<file path="config.mk">
export PLATFORM = sky130hd
export DESIGN_NAME = keyword_token_lexer_flat
export DESIGN_NICKNAME = d
export VERILOG_FILES = /design/src/rtl/core/kwl_pkg.sv /design/src/rtl/core/kwl_char_if.sv /design/src/rtl/core/kwl_token_if.sv /design/src/rtl/core/keyword_token_lexer.sv /design/src/rtl/core/kwl_scan.sv /design/src/rtl/core/kwl_tok_fifo.sv /design/src/flat_wrapper.sv
export SDC_FILE = /design/constraint.sdc
export NUM_CORES = 1
export LEC_CHECK = 0
export CORE_UTILIZATION = 65
export CTS_BUF_LIST = sky130_fd_sc_hd__clkbuf_4 sky130_fd_sc_hd__clkbuf_8
export CTS_CLUSTER_DIAMETER = 30
export DETAILED_ROUTE_END_ITERATION = 10
export DONT_BUFFER_PORTS = 1
export GPL_ROUTABILITY_DRIVEN = 1
export PLACE_DENSITY = 0.81
export SYNTH_ARGS = -nofsm -noshare
export SYNTH_HDL_FRONTEND = slang
export SYNTH_SLANG_ARGS = --single-unit
</file>
<file path="constraint.sdc">
create_clock -name clk -period 6.1 [get_ports clk]
set_input_delay 1.22 -clock clk [delete_from_list [all_inputs] [get_ports clk]]
set_output_delay 1.22 -clock clk [all_outputs]
set_load 0.01 [all_outputs]
</file>
<file path="src/rtl/core/kwl_pkg.sv">
// ----------------------------------------------------------------------------
// kwl_pkg: shared types and codes of the keyword token lexer
// Token kinds, scan modes, character classes and keyword matching.
// ----------------------------------------------------------------------------
package kwl_pkg;

	localparam int COLUMN_BITS_DEF = 12;
	localparam int LINE_BITS_DEF   = 16;
	localparam int KIND_BITS       = 4;
	localparam int PREFIX_LEN      = 5;
	localparam int QUEUE_DEPTH     = 4;

	// token kinds
	localparam logic [KIND_BITS-1:0] TK_PLUS    = 4'd0;
	localparam logic [KIND_BITS-1:0] TK_MINUS   = 4'd1;
	localparam logic [KIND_BITS-1:0] TK_MULT    = 4'd2;
	localparam logic [KIND_BITS-1:0] TK_DIV     = 4'd3;
	localparam logic [KIND_BITS-1:0] TK_EQUAL   = 4'd4;
	localparam logic [KIND_BITS-1:0] TK_SEMI    = 4'd5;
	localparam logic [KIND_BITS-1:0] TK_VAR     = 4'd6;
	localparam logic [KIND_BITS-1:0] TK_IF      = 4'd7;
	localparam logic [KIND_BITS-1:0] TK_THEN    = 4'd8;
	localparam logic [KIND_BITS-1:0] TK_END     = 4'd9;
	localparam logic [KIND_BITS-1:0] TK_PRINT   = 4'd10;
	localparam logic [KIND_BITS-1:0] TK_IDENT   = 4'd11;
	localparam logic [KIND_BITS-1:0] TK_INT     = 4'd12;
	localparam logic [KIND_BITS-1:0] TK_UNKNOWN = 4'd13;

	// scan modes
	localparam logic [2:0] MODE_IDLE    = 3'd0;
	localparam logic [2:0] MODE_SLASH   = 3'd1;
	localparam logic [2:0] MODE_COMMENT = 3'd2;
	localparam logic [2:0] MODE_WORD    = 3'd3;
	localparam logic [2:0] MODE_NUMBER  = 3'd4;

	// item kinds
	localparam logic ITEM_CHAR = 1'b0;
	localparam logic ITEM_EOL  = 1'b1;

	localparam logic [7:0] CH_PLUS  = "+";
	localparam logic [7:0] CH_MINUS = "-";
	localparam logic [7:0] CH_MULT  = "*";
	localparam logic [7:0] CH_EQUAL = "=";
	localparam logic [7:0] CH_SEMI  = ";";
	localparam logic [7:0] CH_SLASH = "/";

	typedef logic [PREFIX_LEN-1:0][7:0] prefix_t;

	// element 0 holds the first character
	localparam prefix_t KW_VAR   = {8'h00, 8'h00, "r", "a", "v"};
	localparam prefix_t KW_IF    = {8'h00, 8'h00, 8'h00, "f", "i"};
	localparam prefix_t KW_THEN  = {8'h00, "n", "e", "h", "t"};
	localparam prefix_t KW_END   = {8'h00, 8'h00, "d", "n", "e"};
	localparam prefix_t KW_PRINT = {"t", "n", "i", "r", "p"};

	typedef struct packed {
		logic       valid;
		logic       kind;
		logic [7:0] char_code;
	} step_t;

	typedef struct packed {
		logic p0;
		logic p1;
	} push_t;

	function automatic logic is_letter(input logic [7:0] c);
		return (c >= "A" && c <= "Z") || (c >= "a" && c <= "z");
	endfunction

	function automatic logic is_digit(input logic [7:0] c);
		return c >= "0" && c <= "9";
	endfunction

	function automatic logic is_space(input logic [7:0] c);
		return c == " " || (c >= 8'd9 && c <= 8'd13);
	endfunction

	// len is only meaningful for runs of at most PREFIX_LEN characters
	function automatic logic [KIND_BITS-1:0] word_kind(input prefix_t p, input logic [2:0] len);
		logic [KIND_BITS-1:0] k;
		k = TK_IDENT;
		if (len == 3'd3 && p == KW_VAR)        k = TK_VAR;
		else if (len == 3'd2 && p == KW_IF)    k = TK_IF;
		else if (len == 3'd4 && p == KW_THEN)  k = TK_THEN;
		else if (len == 3'd3 && p == KW_END)   k = TK_END;
		else if (len == 3'd5 && p == KW_PRINT) k = TK_PRINT;
		return k;
	endfunction

endpackage

</file>
<file path="src/rtl/core/kwl_char_if.sv">
// ----------------------------------------------------------------------------
// kwl_char_if: character channel
// One character or end-of-line marker per transfer.
// ----------------------------------------------------------------------------
interface kwl_char_if;
	logic       valid;
	logic       ready;
	logic       kind;
	logic [7:0] char_code;

	modport source (output valid, output kind, output char_code, input ready);
	modport sink   (input valid, input kind, input char_code, output ready);
endinterface

</file>
<file path="src/rtl/core/kwl_token_if.sv">
// ----------------------------------------------------------------------------
// kwl_token_if: token channel
// One token (kind, position, length, last flag) per transfer.
// ----------------------------------------------------------------------------
interface kwl_token_if #(
	parameter int COLUMN_BITS = 12,
	parameter int LINE_BITS   = 16
);
	logic                   valid;
	logic                   ready;
	logic [3:0]             token_kind;
	logic [LINE_BITS-1:0]   line_number;
	logic [COLUMN_BITS-1:0] start_column;
	logic [COLUMN_BITS-1:0] token_length;
	logic                   last_of_run;

	modport source (output valid, output token_kind, output line_number,
		output start_column, output token_length, output last_of_run, input ready);
	modport sink   (input valid, input token_kind, input line_number,
		input start_column, input token_length, input last_of_run, output ready);
endinterface

</file>
<file path="src/rtl/core/keyword_token_lexer.sv">
// ----------------------------------------------------------------------------
// keyword_token_lexer: streaming lexer for a small scripting language
// Turns a character stream into tokens of kind, line, column and length.
// ----------------------------------------------------------------------------
// Usage:
//   char_in carries one item per transfer: kind 0 is a character in
//   char_code, kind 1 marks end of line. token_out carries one token per
//   transfer; last_of_run flags the final token that an item caused.
//   An item lands in an input register, is scanned from there once the
//   queue has room, and its tokens enter a four-entry queue that offers
//   them on token_out. One item is taken every cycle as long as items
//   give at most one token each and the receiver keeps up; an item that
//   gives two tokens (a run ended by an operator other than a slash, or
//   by an unknown character) uses more output bandwidth, since the queue
//   drains one token per cycle while the receiver is ready.
//   The input register waits whenever the queue has fewer than two free
//   entries, so a stalled receiver backs up into char_in.ready once the
//   queue is short of room and the input register is full; nothing is lost.
//   Reset clears the line and column counters, the scan state and the
//   queue; the block is ready for items as soon as reset is released.
// ----------------------------------------------------------------------------
module keyword_token_lexer #(
	parameter int COLUMN_BITS = kwl_pkg::COLUMN_BITS_DEF,
	parameter int LINE_BITS   = kwl_pkg::LINE_BITS_DEF
) (
	input logic          clk,
	input logic          arst_n,
	kwl_char_if.sink     char_in,
	kwl_token_if.source  token_out
);
	import kwl_pkg::*;

	localparam int TOK_W = KIND_BITS + LINE_BITS + 2 * COLUMN_BITS + 1;

	logic             valid_s1;
	logic             kind_s1;
	logic [7:0]       char_s1;
	logic             room;
	logic             fire;
	step_t            item;
	push_t            push;
	logic [TOK_W-1:0] tok0, tok1;

	assign fire          = valid_s1 && room;
	assign char_in.ready = !valid_s1 || fire;

	always_ff @(posedge clk or negedge arst_n) begin
		if (!arst_n)
			valid_s1 <= 1'b0;
		else if (char_in.ready)
			valid_s1 <= char_in.valid;
	end

	always_ff @(posedge clk) begin
		if (char_in.valid && char_in.ready) begin
			kind_s1 <= char_in.kind;
			char_s1 <= char_in.char_code;
		end
	end

	assign item = '{valid: fire, kind: kind_s1, char_code: char_s1};

	kwl_scan #(
		.COLUMN_BITS (COLUMN_BITS),
		.LINE_BITS   (LINE_BITS),
		.TOK_W       (TOK_W)
	) u_scan (
		.clk    (clk),
		.arst_n (arst_n),
		.item   (item),
		.tok0   (tok0),
		.tok1   (tok1),
		.push   (push)
	);

	kwl_tok_fifo #(
		.COLUMN_BITS (COLUMN_BITS),
		.LINE_BITS   (LINE_BITS),
		.TOK_W       (TOK_W)
	) u_fifo (
		.clk       (clk),
		.arst_n    (arst_n),
		.push      (push),
		.tok0      (tok0),
		.tok1      (tok1),
		.room      (room),
		.token_out (token_out)
	);

endmodule

</file>
<file path="src/rtl/core/kwl_scan.sv">
// ----------------------------------------------------------------------------
// kwl_scan: lexer state and single-step token logic
// Consumes one registered item per step and produces up to two tokens.
// ----------------------------------------------------------------------------
module kwl_scan #(
	parameter int COLUMN_BITS = 12,
	parameter int LINE_BITS   = 16,
	parameter int TOK_W       = 4 + LINE_BITS + 2 * COLUMN_BITS + 1
) (
	input  logic             clk,
	input  logic             arst_n,
	input  kwl_pkg::step_t   item,
	output logic [TOK_W-1:0] tok0,
	output logic [TOK_W-1:0] tok1,
	output kwl_pkg::push_t   push
);
	import kwl_pkg::*;

	localparam logic [COLUMN_BITS-1:0] COL_MAX  = {COLUMN_BITS{1'b1}};
	localparam logic [LINE_BITS-1:0]   LINE_MAX = {LINE_BITS{1'b1}};
	localparam logic [COLUMN_BITS-1:0] LEN_ONE  = COLUMN_BITS'(1);
	localparam logic [COLUMN_BITS-1:0] LEN_PFX  = COLUMN_BITS'(PREFIX_LEN);

	logic [2:0]             mode_q, mode_d;
	logic [COLUMN_BITS-1:0] start_q, start_d;
	logic [COLUMN_BITS-1:0] len_q, len_d;
	prefix_t                prefix_q, prefix_d;
	logic [LINE_BITS-1:0]   line_q, line_d;
	logic [COLUMN_BITS-1:0] col_q, col_d;

	logic                   do_flush, do_start;
	logic                   ft_valid, st_valid;
	logic [KIND_BITS-1:0]   ft_kind, st_kind;
	logic [COLUMN_BITS-1:0] ft_len;
	logic [7:0]             c;

	always_ff @(posedge clk or negedge arst_n) begin
		if (!arst_n) begin
			mode_q   <= MODE_IDLE;
			start_q  <= '0;
			len_q    <= '0;
			prefix_q <= '0;
			line_q   <= '0;
			col_q    <= '0;
		end else begin
			mode_q   <= mode_d;
			start_q  <= start_d;
			len_q    <= len_d;
			prefix_q <= prefix_d;
			line_q   <= line_d;
			col_q    <= col_d;
		end
	end

	always_comb begin
		c        = item.char_code;
		mode_d   = mode_q;
		start_d  = start_q;
		len_d    = len_q;
		prefix_d = prefix_q;
		line_d   = line_q;
		col_d    = col_q;
		do_flush = 1'b0;
		do_start = 1'b0;
		st_valid = 1'b0;
		st_kind  = TK_UNKNOWN;

		if (item.valid) begin
			if (item.kind == ITEM_EOL) begin
				do_flush = 1'b1;
				line_d   = (line_q == LINE_MAX) ? line_q : line_q + 1'b1;
				col_d    = '0;
			end else begin
				col_d = (col_q == COL_MAX) ? col_q : col_q + 1'b1;
				if (mode_q == MODE_COMMENT) begin
					// swallow the rest of the line
				end else if (mode_q == MODE_SLASH && c == CH_SLASH) begin
					mode_d = MODE_COMMENT;
				end else if ((mode_q == MODE_WORD && (is_letter(c) || is_digit(c))) ||
						(mode_q == MODE_NUMBER && is_digit(c))) begin
					if (len_q < LEN_PFX)
						prefix_d[len_q[2:0]] = c;
					if (len_q != COL_MAX)
						len_d = len_q + 1'b1;
				end else begin
					do_flush = 1'b1;
					do_start = 1'b1;
				end
			end
		end

		if (do_flush)
			mode_d = MODE_IDLE;

		if (do_start) begin
			case (c)
				CH_PLUS:  begin st_valid = 1'b1; st_kind = TK_PLUS;  end
				CH_MINUS: begin st_valid = 1'b1; st_kind = TK_MINUS; end
				CH_MULT:  begin st_valid = 1'b1; st_kind = TK_MULT;  end
				CH_EQUAL: begin st_valid = 1'b1; st_kind = TK_EQUAL; end
				CH_SEMI:  begin st_valid = 1'b1; st_kind = TK_SEMI;  end
				CH_SLASH: begin
					mode_d  = MODE_SLASH;
					start_d = col_q;
					len_d   = LEN_ONE;
				end
				default: begin
					if (is_letter(c)) begin
						mode_d      = MODE_WORD;
						start_d     = col_q;
						len_d       = LEN_ONE;
						prefix_d    = '0;
						prefix_d[0] = c;
					end else if (is_digit(c)) begin
						mode_d  = MODE_NUMBER;
						start_d = col_q;
						len_d   = LEN_ONE;
					end else if (!is_space(c)) begin
						st_valid = 1'b1;
					end
				end
			endcase
		end
	end

	// token of the run that was pending before this item
	always_comb begin
		ft_valid = 1'b0;
		ft_kind  = TK_IDENT;
		ft_len   = len_q;
		case (mode_q)
			MODE_SLASH: begin
				ft_valid = do_flush;
				ft_kind  = TK_DIV;
				ft_len   = LEN_ONE;
			end
			MODE_WORD: begin
				ft_valid = do_flush;
				ft_kind  = (len_q <= LEN_PFX) ? word_kind(prefix_q, len_q[2:0]) : TK_IDENT;
			end
			MODE_NUMBER: begin
				ft_valid = do_flush;
				ft_kind  = TK_INT;
			end
			default: ft_valid = 1'b0;
		endcase
	end

	// the first token always goes in slot 0
	always_comb begin
		logic [TOK_W-1:0] ft, st;
		ft = {ft_kind, line_q, start_q, ft_len, ~st_valid};
		st = {st_kind, line_q, col_q, LEN_ONE, 1'b1};
		push.p0 = ft_valid || st_valid;
		push.p1 = ft_valid && st_valid;
		tok0    = ft_valid ? ft : st;
		tok1    = st;
	end

endmodule

</file>
<file path="src/rtl/core/kwl_tok_fifo.sv">
// ----------------------------------------------------------------------------
// kwl_tok_fifo: token queue
// Takes up to two tokens per cycle and hands one per transfer downstream.
// ----------------------------------------------------------------------------
module kwl_tok_fifo #(
	parameter int COLUMN_BITS = 12,
	parameter int LINE_BITS   = 16,
	parameter int TOK_W       = 4 + LINE_BITS + 2 * COLUMN_BITS + 1
) (
	input  logic              clk,
	input  logic              arst_n,
	input  kwl_pkg::push_t    push,
	input  logic [TOK_W-1:0]  tok0,
	input  logic [TOK_W-1:0]  tok1,
	output logic              room,
	kwl_token_if.source       token_out
);
	import kwl_pkg::*;

	localparam int PTR_W = $clog2(QUEUE_DEPTH);
	localparam int CNT_W = $clog2(QUEUE_DEPTH + 1);

	logic [TOK_W-1:0] mem_q [QUEUE_DEPTH];
	logic [PTR_W-1:0] wr_ptr_q, rd_ptr_q;
	logic [CNT_W-1:0] count_q;
	logic             pop;
	logic [CNT_W-1:0] n_push;
	logic [PTR_W-1:0] wr_ptr_1;

	assign pop      = token_out.valid && token_out.ready;
	assign n_push   = CNT_W'(push.p0) + CNT_W'(push.p1);
	assign wr_ptr_1 = wr_ptr_q + 1'b1;
	// room for a full step of two tokens
	assign room     = count_q <= CNT_W'(QUEUE_DEPTH - 2);

	always_ff @(posedge clk) begin
		if (push.p0)
			mem_q[wr_ptr_q] <= tok0;
		if (push.p1)
			mem_q[wr_ptr_1] <= tok1;
	end

	always_ff @(posedge clk or negedge arst_n) begin
		if (!arst_n) begin
			wr_ptr_q <= '0;
			rd_ptr_q <= '0;
			count_q  <= '0;
		end else begin
			wr_ptr_q <= wr_ptr_q + n_push[PTR_W-1:0];
			if (pop)
				rd_ptr_q <= rd_ptr_q + 1'b1;
			count_q <= count_q + n_push - CNT_W'(pop);
		end
	end

	assign token_out.valid = count_q != '0;
	assign {token_out.token_kind, token_out.line_number, token_out.start_column,
		token_out.token_length, token_out.last_of_run} = mem_q[rd_ptr_q];

	a_no_overflow: assert property (@(posedge clk) disable iff (!arst_n)
		count_q <= CNT_W'(QUEUE_DEPTH))
		else $error("token queue overflow");

	a_push_room: assert property (@(posedge clk) disable iff (!arst_n)
		push.p0 |-> room)
		else $error("tokens pushed without room");

	a_slot_order: assert property (@(posedge clk) disable iff (!arst_n)
		push.p1 |-> push.p0)
		else $error("second slot used without first");

	a_count_track: assert property (@(posedge clk) disable iff (!arst_n)
		(push.p0 && !pop) |=> count_q != '0)
		else $error("queue empty after a push");

endmodule

</file>
<file path="src/flat_wrapper.sv">
// flat-port wrapper written by rule: the top's interface ports become plain ports
module keyword_token_lexer_flat import kwl_pkg::*;
#(
	parameter int COLUMN_BITS = kwl_pkg::COLUMN_BITS_DEF,
	parameter int LINE_BITS   = kwl_pkg::LINE_BITS_DEF
)
  (clk, arst_n, char_in_valid, char_in_kind, char_in_char_code, char_in_ready, token_out_valid, token_out_token_kind, token_out_line_number, token_out_start_column, token_out_token_length, token_out_last_of_run, token_out_ready);
  kwl_char_if char_in_i ();
  kwl_token_if #(.COLUMN_BITS(COLUMN_BITS), .LINE_BITS(LINE_BITS)) token_out_i ();
  input logic clk;
  input logic arst_n;
  input wire logic [$bits(char_in_i.valid)-1:0] char_in_valid;
  input wire logic [$bits(char_in_i.kind)-1:0] char_in_kind;
  input wire logic [$bits(char_in_i.char_code)-1:0] char_in_char_code;
  output wire logic [$bits(char_in_i.ready)-1:0] char_in_ready;
  output wire logic [$bits(token_out_i.valid)-1:0] token_out_valid;
  output wire logic [$bits(token_out_i.token_kind)-1:0] token_out_token_kind;
  output wire logic [$bits(token_out_i.line_number)-1:0] token_out_line_number;
  output wire logic [$bits(token_out_i.start_column)-1:0] token_out_start_column;
  output wire logic [$bits(token_out_i.token_length)-1:0] token_out_token_length;
  output wire logic [$bits(token_out_i.last_of_run)-1:0] token_out_last_of_run;
  input wire logic [$bits(token_out_i.ready)-1:0] token_out_ready;
  assign char_in_i.valid = char_in_valid;
  assign char_in_i.kind = char_in_kind;
  assign char_in_i.char_code = char_in_char_code;
  assign char_in_ready = char_in_i.ready;
  assign token_out_valid = token_out_i.valid;
  assign token_out_token_kind = token_out_i.token_kind;
  assign token_out_line_number = token_out_i.line_number;
  assign token_out_start_column = token_out_i.start_column;
  assign token_out_token_length = token_out_i.token_length;
  assign token_out_last_of_run = token_out_i.last_of_run;
  assign token_out_i.ready = token_out_ready;
  keyword_token_lexer #(.COLUMN_BITS(COLUMN_BITS), .LINE_BITS(LINE_BITS)) u_core (.clk(clk), .arst_n(arst_n), .char_in(char_in_i), .token_out(token_out_i));
endmodule
</file>
==> flow_summary.yaml <==
detailed_routing:
  drt-initial-drc-count: 742
  routed_wirelength_mm: 28.8
  post-route-drc-count: 0
  antenna_left: 0
  vias: 8775
  firstDrtPassIters: 4
  vias_per_cell: 6.33
  wl_per_cell_um: 20.8
global_route:
  grt_pass1_wl_mm: 46.8
  overflow: 0
  grt_pass1_vias: 8746
  track_usage_pct: 28.0
  antenna_found_initial: 0
  grt_max_degree: 104
logic_synthesis:
  synth_nets: 1100
  synthTopCellsByCount: "137 x edfxtp_1, 103 x dfrtp_1, 91 x nor2_1, 84 x a22o_1, 53 x and2_1"
  synthCells: 1073
  syn_area_um2: 13500
  postSynth.asyncResetShare_pct: 35.3
  yosys.cell_types.count: 68
  synth_top_area_share_pct: 30.4
  synth_area_leaders: "edfxtp_1 30%, dfrtp_1 19%, dfxtp_1 7.7%, mux4_2 7.5%, a22o_1 5.4%"
  synth_edf_count: 137
  synth_seq_cells: 292
  synth_top_area_cell: "edfxtp_1"
  syn_avg_cell_area_um2: 12.6
  ys_warn_count: 0
  synthFlopType: "edfxtp_1"
  synth_most_common_cell: "edfxtp_1"
  seq_area_frac_synth_pct: 57.1
setup_path:
  crit_fanout: 44
  start_kind: "register"
  slowest_delay_ns: 0.65
  cp_slowest_cell: "edfxtp_1"
  path_cells: "and4b_1 > a41oi_1 > o2111ai_2 > nor3_1 > inv_1 > ha_1 > nor2b_1 > nor2b_1 > nor2_1 > inv_1 > buf_4"
  crit_path_end_kind: "register"
  worstPathRequired_ns: 6.30
  worstPathArrival_ns: 4.85
  critPathKind: "register to register"
timing:
  maxSlewViolCount: 0
  fmax_mhz: 215
  tightest_slew_ns: 1.15
  relSlewSlack_pct: 23.0
  min_period_over_period_pct: 76.3
  fin_crit_ns: 4.65
  rsz0062_at_grt: "false"
  fin_ws_ns: 1.45
  setup-tns-final_ns: 0
  hold_viol_final: 0
  clock_skew_ns: 0.0167
  final-setup-viol-count: 0
floorplan:
  start_util_pct: 66.7
  core-area_um2: 20300
  die_w_um: 146
  io_pins: 60
  die_y_um: 146
  dieArea_um2: 21400
  num_rows: 52
min_path:
  hp-class: "input port to asynchronous set/reset pin"
clock_network:
  cts_hold_buffers: 0
  clock_path_buffers: 3
  cts_inserted_buffers: 54
  cts_root_buf: "clkbuf_8"
  cts_resized: 0
  cts_htree_levels: 2
  worstSkewPairLatency_ns: 0.57
  cts_tree: "done"
  clock_sinks: 292
  clkTransAtPathRegs_ns: 0.06
  post_cts_buffers: 0
finish:
  nNetsFinal: 1098
  area_growth_pct: 10.0
  n_antenna_cell: 0
  post-route-util_pct: 73.4
  drive_above_1_share_pct: 18.1
place:
  gp_congestion: 0.927
  hpwl_mm: 19.0
  pre_cts_slack_ns: 1.54
  io_buffers: 0
power_and_ir_drop:
  peakVddDrop_v: 0.000474
  seqPwrFrac_pct: 44.0
  p_int_mw: 4.12
  swShare_pct: 31.0
  power_frac_clock_pct: 34.5
  p_comb_share_pct: 21.4
  p_sw_mw: 1.85
  p_leak_nw: 5.86
  power_density_nw_per_um2: 401
run:
  maxCapViolCount: 0
status:
  status: "complete, no violations"
## placed cells by master, fill, tap and decap left out, drive strengths merged, types with 19 or more instances in the layout
master,Yosys,layout
edfxtp,137,137
dfrtp,103,103
nor2,97,97
a22o,84,84
clkbuf,44,75
and2,53,53
dfxtp,52,52
nand2,48,48
mux4,45,45
o21ai,34,34
mux2i,30,30
nand3,28,28
a21oi,27,27
xnor2,25,25
nor2b,23,23
nor4,23,23
mux2,20,20
clkinv,1,19
## metal layers
layer,vias to the layer above,track usage (%),share of wire [%]
met4,2,9.06,1.9
li1,4047,-,-
met2,306,44.2,48
met3,52,5.81,6.5
met5,-,1.14,0.11
met1,4368,39.2,43
## registers in the layout, indices dropped and copies added, names as in the netlist
| signal | count |
|---|---|
| u_core.u_scan.mode_q | 3 |
| u_core.u_fifo.count_q | 3 |
| u_core.u_fifo.mem_q | 180 |
| u_core.u_scan.line_q | 16 |
| u_core.u_fifo.rd_ptr_q | 2 |
| u_core.u_scan.prefix_q | 40 |
| u_core.u_scan.start_q | 12 |
| u_core.u_fifo.wr_ptr_q | 2 |
| u_core.kind_s1 | 1 |
| u_core.valid_s1 | 1 |
| u_core.char_s1 | 8 |
| u_core.u_scan.col_q | 12 |
| u_core.u_scan.len_q | 12 |
## logic make-up (layout without fill, tap and decap cells)
kind of cell               Yosys count  after routing  synth area share [%]
DFF                                292            292                  57.1
AOI/OAI and AO/OA                  183            183                  10.5
buffers and inverters               90            133                  2.82
adders and majority gates           14             14                  1.35
and+or+nand+nor                    364            364                  14.6
muxes                               95             95                  11.4
xor gates and xnor gates            35             35                  2.26
## critical path: cells and delay by family, from the launching register on
| family | cells | cell delay (ns) |
|---|---|---|
| AO/OA/AOI/OAI | 2 | 0.94 |
| buffers and inverters | 3 | 0.77 |
| adder cells (fa/ha/maj) | 1 | 0.22 |
| flip-flops | 1 | 0.65 |
| AND/OR/NAND/NOR | 5 | 1.66 |
## cell type report
cell class / count / area, um^2
clock buffer: 75 / 945
timing repair buffer: 13 / 97.6
sequential: 292 / 7730
tap: 270 / 338
fill: 1321 / 5400
clock inverter: 26 / 280
multi-input combinational: 691 / 5440
inverter: 19 / 73.8
## power groups by stage
stage	clock, mW	sequential, mW	combinational (mW)
floorplan	0	2.46	1.13
global placement	0	2.64	1.26
detailed placement	0	2.66	1.28
CTS	2.09	2.63	1.29
global route	2.18	2.67	1.38
finish	2.06	2.63	1.28
## worst paths after layout
kind | startpoint | to | slack, ns | cells past startpoint
hold / removal | arst_n | u_core.u_scan.line_q[4] | 0.35 | 0
max in group asynchronous | arst_n | u_core.u_scan.len_q[5] | 5.52 | 0
hold reg to reg | u_core.u_fifo.mem_q[1][2] | u_core.u_fifo.mem_q[1][2] | 0.47 | 2
setup / recovery | u_core.char_s1[4] | u_core.u_fifo.mem_q[1][38] | 1.45 | 11
min in group clk | u_core.u_fifo.mem_q[1][2] | u_core.u_fifo.mem_q[1][2] | 0.47 | 2
setup reg to reg | u_core.char_s1[4] | u_core.u_fifo.mem_q[1][38] | 1.45 | 11
## through the flow
stage | hold slack [ns] | std cells | power (mW) | cell area, um^2
detailed placement | 0.457 | 1285 | 3.94 | 13700
global placement | 0.430 | 1285 | 3.90 | 13700
global route | 0.323 | 1386 | 6.23 | 14900
floorplan | 0.420 | 1073 | 3.59 | 13500
CTS | 0.320 | 1386 | 6.01 | 14900
finish | 0.349 | 1386 | 5.97 | 14900
(Power assumes the default switching activity.)
